## src/design/esa_pkg.sv

```systemverilog
// Shared types and constants of the entity slot allocator.
// Used by the front, back, top level and checker; depends on nothing.
package esa_pkg;

   localparam int SLOT_COUNT    = 512;
   localparam int SLOT_BITS     = 9;
   localparam int PTR_BITS      = 10;
   localparam int MAP_ENTRIES   = 16;
   localparam int POS_BITS      = 4;
   localparam int LEN_BITS      = 5;
   localparam int KIND_BITS     = 8;
   localparam int REF_BITS      = 16;
   localparam int TYPE_BITS     = 3;
   localparam int STATUS_BITS   = 3;
   localparam int MAP_ADDR_BITS = SLOT_BITS + POS_BITS;
   localparam int QUEUE_DEPTH   = 2;
   localparam int REQ_DATA_BITS = 40;
   localparam int RSP_DATA_BITS = 40;

   typedef enum logic [TYPE_BITS-1:0] {
      REQ_CREATE  = 3'd0,
      REQ_DESTROY = 3'd1,
      REQ_LINK    = 3'd2,
      REQ_RELINK  = 3'd3,
      REQ_UNLINK  = 3'd4,
      REQ_GET     = 3'd5
   } req_code_type;

   typedef enum logic [2:0] {
      OP_CREATE,
      OP_DESTROY,
      OP_LINK,
      OP_RELINK,
      OP_UNLINK,
      OP_GET,
      OP_NOP
   } op_type;

   typedef enum logic [STATUS_BITS-1:0] {
      STAT_OK        = 3'd0,
      STAT_POOL_FULL = 3'd1,
      STAT_BAD_SLOT  = 3'd2,
      STAT_NOT_FOUND = 3'd3,
      STAT_PRESENT   = 3'd4,
      STAT_MAP_FULL  = 3'd5
   } status_type;

   typedef enum logic [3:0] {
      ST_INIT,
      ST_IDLE,
      ST_CREATE,
      ST_CRT_WR,
      ST_DESTROY,
      ST_DST_END,
      ST_LEN_RD,
      ST_SEARCH,
      ST_ACT,
      ST_UNL_WR,
      ST_DONE
   } state_type;

   typedef struct packed {
      op_type               op;
      logic [SLOT_BITS-1:0] slot;
      logic [KIND_BITS-1:0] kind;
      logic [REF_BITS-1:0]  cref;
   } cmd_type;

   typedef struct packed {
      logic    valid;
      cmd_type cmd;
   } queue_out_type;

   typedef struct packed {
      logic pop;
      logic init_done;
   } back_ctl_type;

endpackage

```

## src/design/esa_front.sv

```systemverilog
// Front of the slot allocator: accepts request beats, classifies them and
// holds them in a short queue. Depends on esa_pkg.
module esa_front (
   input  logic                                clock,
   input  logic                                reset,
   input  logic                                req_tvalid,
   output logic                                req_tready,
   input  logic [esa_pkg::REQ_DATA_BITS-1:0]   req_tdata,
   input  esa_pkg::back_ctl_type               back_ctl,
   output esa_pkg::queue_out_type              queue_out
);

   esa_pkg::cmd_type q_ff [esa_pkg::QUEUE_DEPTH];
   logic             wr_ptr_ff, wr_ptr_in;
   logic             rd_ptr_ff, rd_ptr_in;
   logic [1:0]       cnt_ff, cnt_in;
   esa_pkg::cmd_type cmd;
   logic             push;

   always_comb begin
      cmd.slot = req_tdata[11:3];
      cmd.kind = req_tdata[19:12];
      cmd.cref = req_tdata[35:20];
      case (req_tdata[2:0])
         esa_pkg::REQ_CREATE:  cmd.op = esa_pkg::OP_CREATE;
         esa_pkg::REQ_DESTROY: cmd.op = esa_pkg::OP_DESTROY;
         esa_pkg::REQ_LINK:    cmd.op = esa_pkg::OP_LINK;
         esa_pkg::REQ_RELINK:  cmd.op = esa_pkg::OP_RELINK;
         esa_pkg::REQ_UNLINK:  cmd.op = esa_pkg::OP_UNLINK;
         esa_pkg::REQ_GET:     cmd.op = esa_pkg::OP_GET;
         default:              cmd.op = esa_pkg::OP_NOP;
      endcase
   end

   assign req_tready = back_ctl.init_done && (cnt_ff != 2'(esa_pkg::QUEUE_DEPTH));
   assign push       = req_tvalid && req_tready;

   assign queue_out.valid = (cnt_ff != 2'd0);
   assign queue_out.cmd   = q_ff[rd_ptr_ff];

   always_comb begin
      wr_ptr_in = wr_ptr_ff ^ push;
      rd_ptr_in = rd_ptr_ff ^ back_ctl.pop;
      cnt_in    = cnt_ff + 2'(push) - 2'(back_ctl.pop);
   end

   always_ff @(posedge clock) begin
      if (reset) begin
         wr_ptr_ff <= 1'b0;
         rd_ptr_ff <= 1'b0;
         cnt_ff    <= 2'd0;
      end else begin
         wr_ptr_ff <= wr_ptr_in;
         rd_ptr_ff <= rd_ptr_in;
         cnt_ff    <= cnt_in;
      end
   end

   always_ff @(posedge clock) begin
      if (push) begin
         q_ff[wr_ptr_ff] <= cmd;
      end
   end

endmodule

```

## config.mk

```make
export PLATFORM = sky130hd
export DESIGN_NAME = esa_front
export DESIGN_NICKNAME = d
export VERILOG_FILES = /design/src/design/esa_pkg.sv /design/src/design/esa_front.sv
export SDC_FILE = /design/constraint.sdc
export NUM_CORES = 1
export LEC_CHECK = 0
export ABC_AREA = 1
export BUFFER_PORTS_ARGS = -buffer_cell sky130_fd_sc_hd__buf_2
export CORE_UTILIZATION = 51
export DETAILED_ROUTE_END_ITERATION = 7
export GPL_TIMING_DRIVEN = 0
export PLACE_DENSITY = 0.87
export SETUP_SLACK_MARGIN = 0.1
export SYNTH_ARGS = -nofsm -noshare
export SYNTH_HDL_FRONTEND = slang
export SYNTH_SLANG_ARGS = --single-unit
```

## constraint.sdc

```tcl
create_clock -name clock -period 2.5 [get_ports clock]
set_input_delay 0.125 -clock clock [delete_from_list [all_inputs] [get_ports clock]]
set_output_delay 0.125 -clock clock [all_outputs]
set_load 0.01 [all_outputs]
```

==> flow_summary_export.csv <==
group,metric,value,unit
timing,slew_viol_final,0,
min_path,hp-class,"primary input to flip-flop",
global_routing,grt_pass1_vias,1725,
clock_network,hold_buffers,34,
logic_synthesis,seq_area_frac_synth,75.07,%
timing,worstMarginPinSlew,0.8974,ns
place,placed_area,3472,µm²
timing,finalCritPeriodShare,79.94,%
job,max_cap_violations,0,
timing,finClkSkew,0.01416,ns
setup_path,required,2.46,ns
clock_network,root_buffer,"clkbuf_8",
logic_synthesis,syn_nets,194,
clock_network,cts_resized,0,
clock_network,cts.sinks,76,
setup_path,end_kind,"flip-flop",
logic_synthesis,syn_area,2987,µm²
route,vias,1685,
logic_synthesis,yosysWarningCount,0,
route,via_per_inst,4.884,
setup_path,critical_path.slowest_cell,"ha_2",
pwr,p_per_area,730.5,nW/µm²
timing,period_minus_slack,1.998,ns
place,io_buffers,78,
clock_network,post_cts_buffers,0,
setup_path,rrSetupSlack,0.50,ns
logic_synthesis,synth_top_area_share,72.39,%
min_path,min_to,"rd_ptr_ff",
die,rows,27,
global_routing,grt_pass1_wl,7859,µm
cells_and_area,postLayoutCoreUtil,72.59,%
pwr,irDropWorstVdd,0.0004440,V
die,die_w,78.53,µm
min_path,hold_start,"back_ctl[1]",
die,die_h,78.53,µm
die,start_util,53.58,%
route,dr.pass1.iters,4,
cells_and_area,drive_gt1_share,49.08,%
clock_network,cts_max_level,3,
cells_and_area,area.growth.synth_to_final,35.48,%
setup_path,rr_endpoint,"q_ff[0][15]",
setup_path,crit_type,"flip-flop to flip-flop",
logic_synthesis,synth_area_leaders,"edfxtp_1 72%, mux2_4 15%, dfxtp_1 2.7%, mux2_2 2.6%, buf_12 2.0%",
clock_network,worstSkewPairLatency,0.34,ns
route,drc,0,
cells_and_area,final_nets,317,
timing,setup_viol,0,
global_routing,grt_usage,18.25,%
pwr,p_total,2.956,mW
route,drt_iter0_markers,47,
die,dieArea,6166,µm²
timing,hold_viol,0,
pwr,power.leakage,1.632,nW
clock_network,cts_made_buffers,9,
setup_path,cp_max_fo,36,
logic_synthesis,ys_types,15,
clock_network,cts_tree,"done",
setup_path,crit_path_frequent_cell,"inv_1",
setup_path,path_cells,"inv_1 -> a21boi_0 -> nand2_1 -> inv_1 -> ha_2",
die,coreArea,5574,µm²
logic_synthesis,syn_inst,145,
route,drtAntennaViolNets,0,
place,place_congestion,0.6649,
clock_network,clockBufferDepth,2,
clock_network,path_clk_slew,0.07,ns
min_path,hold_depth,3,
global_routing,grt_overflow,0,
place,dp_hpwl,3017,µm
setup_path,ff2ff_path_depth,5,
global_routing,grt_max_degree,37,
die,num_io_pins,83,
timing,rsz0062_at_grt,"false",
place,place_inst,295,
setup_path,worstPathArrival,1.95,ns
logic_synthesis,syn_area_per_cell,20.60,µm²
setup_path,rr_startpoint,"cnt_ff[0]",
cells_and_area,n_antenna_cell,0,
route,wire_per_inst,15.01,µm
setup_path,startpoint_type,"flip-flop",
cells_and_area,fin_cells,345,
setup_path,slowest_delay,0.78,ns
timing,holdWs,0.06448,ns
timing,fmax,500.4,MHz
status,status,"finished, final reports clean",
route,routed_wl,5177,µm
timing,slew_headroom,40.17,%
global_routing,antenna_found_initial,0,
logic_synthesis,synth_top_area_cell,"edfxtp_1",
cells_and_area,final_area,4046,µm²
logic_synthesis,synth-seq-cells,76,
registers in the layout, indices dropped and copies added (netlist names):
signal and count:
cnt_ff 2, q_ff 72, rd_ptr_ff 1, wr_ptr_ff 1
through the flow:
stage / setup TNS, ns / worst slack [ns]
2_1_floorplan: 0 / 0.2618
3_3_place_gp: -0.4023 / -0.008132
3_5_place_dp: 0 / 0.4361
4_1_cts: 0 / 0.4321
5_1_grt: 0 / 0.3004
6_report: 0 / 0.5015
layer usage:
metal	up-vias	GRT usage [%]	wire length [µm]
met2	71	32.09	2667
met5	-	0	0
met4	0	14.26	228
met3	19	4.651	251
li1	793	-	-
met1	802	18.20	2029
worst max-delay path by stage:
stage,start,end,slack (ns),cells past startpoint
after global placement,cnt_ff[0],q_ff[1][11],-0.008,5
after detailed placement,cnt_ff[0],q_ff[0][7],0.44,5
after CTS,cnt_ff[0],q_ff[0][12],0.43,5
after global routing,cnt_ff[0],q_ff[0][15],0.30,5
final,cnt_ff[0],q_ff[0][15],0.50,5
after floorplan,cnt_ff[0],q_ff[1][0],0.26,5
synthesized netlist by cell type:
| library cell | count |
|---|---|
| edfxtp_1 | 72 |
| mux2_4 | 29 |
| inv_1 | 9 |
| mux2_2 | 7 |
| nand2_1 | 5 |
| dfxtp_1 | 4 |
| ha_1 | 4 |
| nor2_1 | 4 |
| buf_12 | 3 |
| a21boi_0 | 2 |
| clkbuf_1 | 2 |
| a21oi_1 | 1 |
| buf_6 | 1 |
| nand3_1 | 1 |
| xnor2_1 | 1 |
placed cells by master (no fill, tap or decap):
master,instances
clkbuf_1,4
xnor2_1,1
clkinvlp_4,1
mux2_2,7
dlygate4sd3_1,34
edfxtp_1,72
buf_6,1
a21boi_0,2
bufinv_16,3
a21oi_1,1
buf_2,78
nor2_1,4
ha_2,2
ha_1,2
dfxtp_1,4
nand3_1,1
nand2_1,5
buf_12,3
clkbuf_8,9
inv_1,9
mux2_4,29
clkinv_2,1
worst max-delay path: cells and delay by family, from the launching register on:
kind / cells / cell delay (ns)
AO/OA/AOI/OAI: 1 / 0.21
AND/OR/NAND/NOR: 1 / 0.12
adder cells (fa/ha/maj): 1 / 0.78
buffers and inverters: 2 / 0.15
flip-flops: 1 / 0.34
report_power, final:
group / switching (mW) / internal, mW
logic: 0.175 / 0.221
registers: 0.0164 / 1.46
clock network: 0.420 / 0.662
total: 0.611 / 2.34
layout make-up:
cell class / count / area, µm²
repair buffers: 112 / 730.7
well taps: 72 / 90.09
clock inverters: 5 / 102.6
inverters: 9 / 33.78
plain buffers: 6 / 78.83
clock buffers: 11 / 131.4
multi-input cells: 54 / 636.9
fillers: 360 / 1528
flip-flops and latches: 76 / 2242
logic make-up after synthesis:
| kind of cell | count (synthesis) | share of synthesized area, % |
|---|---|---|
| AO/OA/AOI/OAI | 3 | 0.6700 |
| multiplexers | 36 | 17.22 |
| adder cells (fa/ha/maj) | 4 | 1.676 |
| XOR/XNOR | 1 | 0.2933 |
| flip-flops | 76 | 75.07 |
| buffers and inverters | 15 | 3.770 |
| AND/OR/NAND/NOR | 10 | 1.298 |
Note: power is estimated with default switching activity, not from simulation.
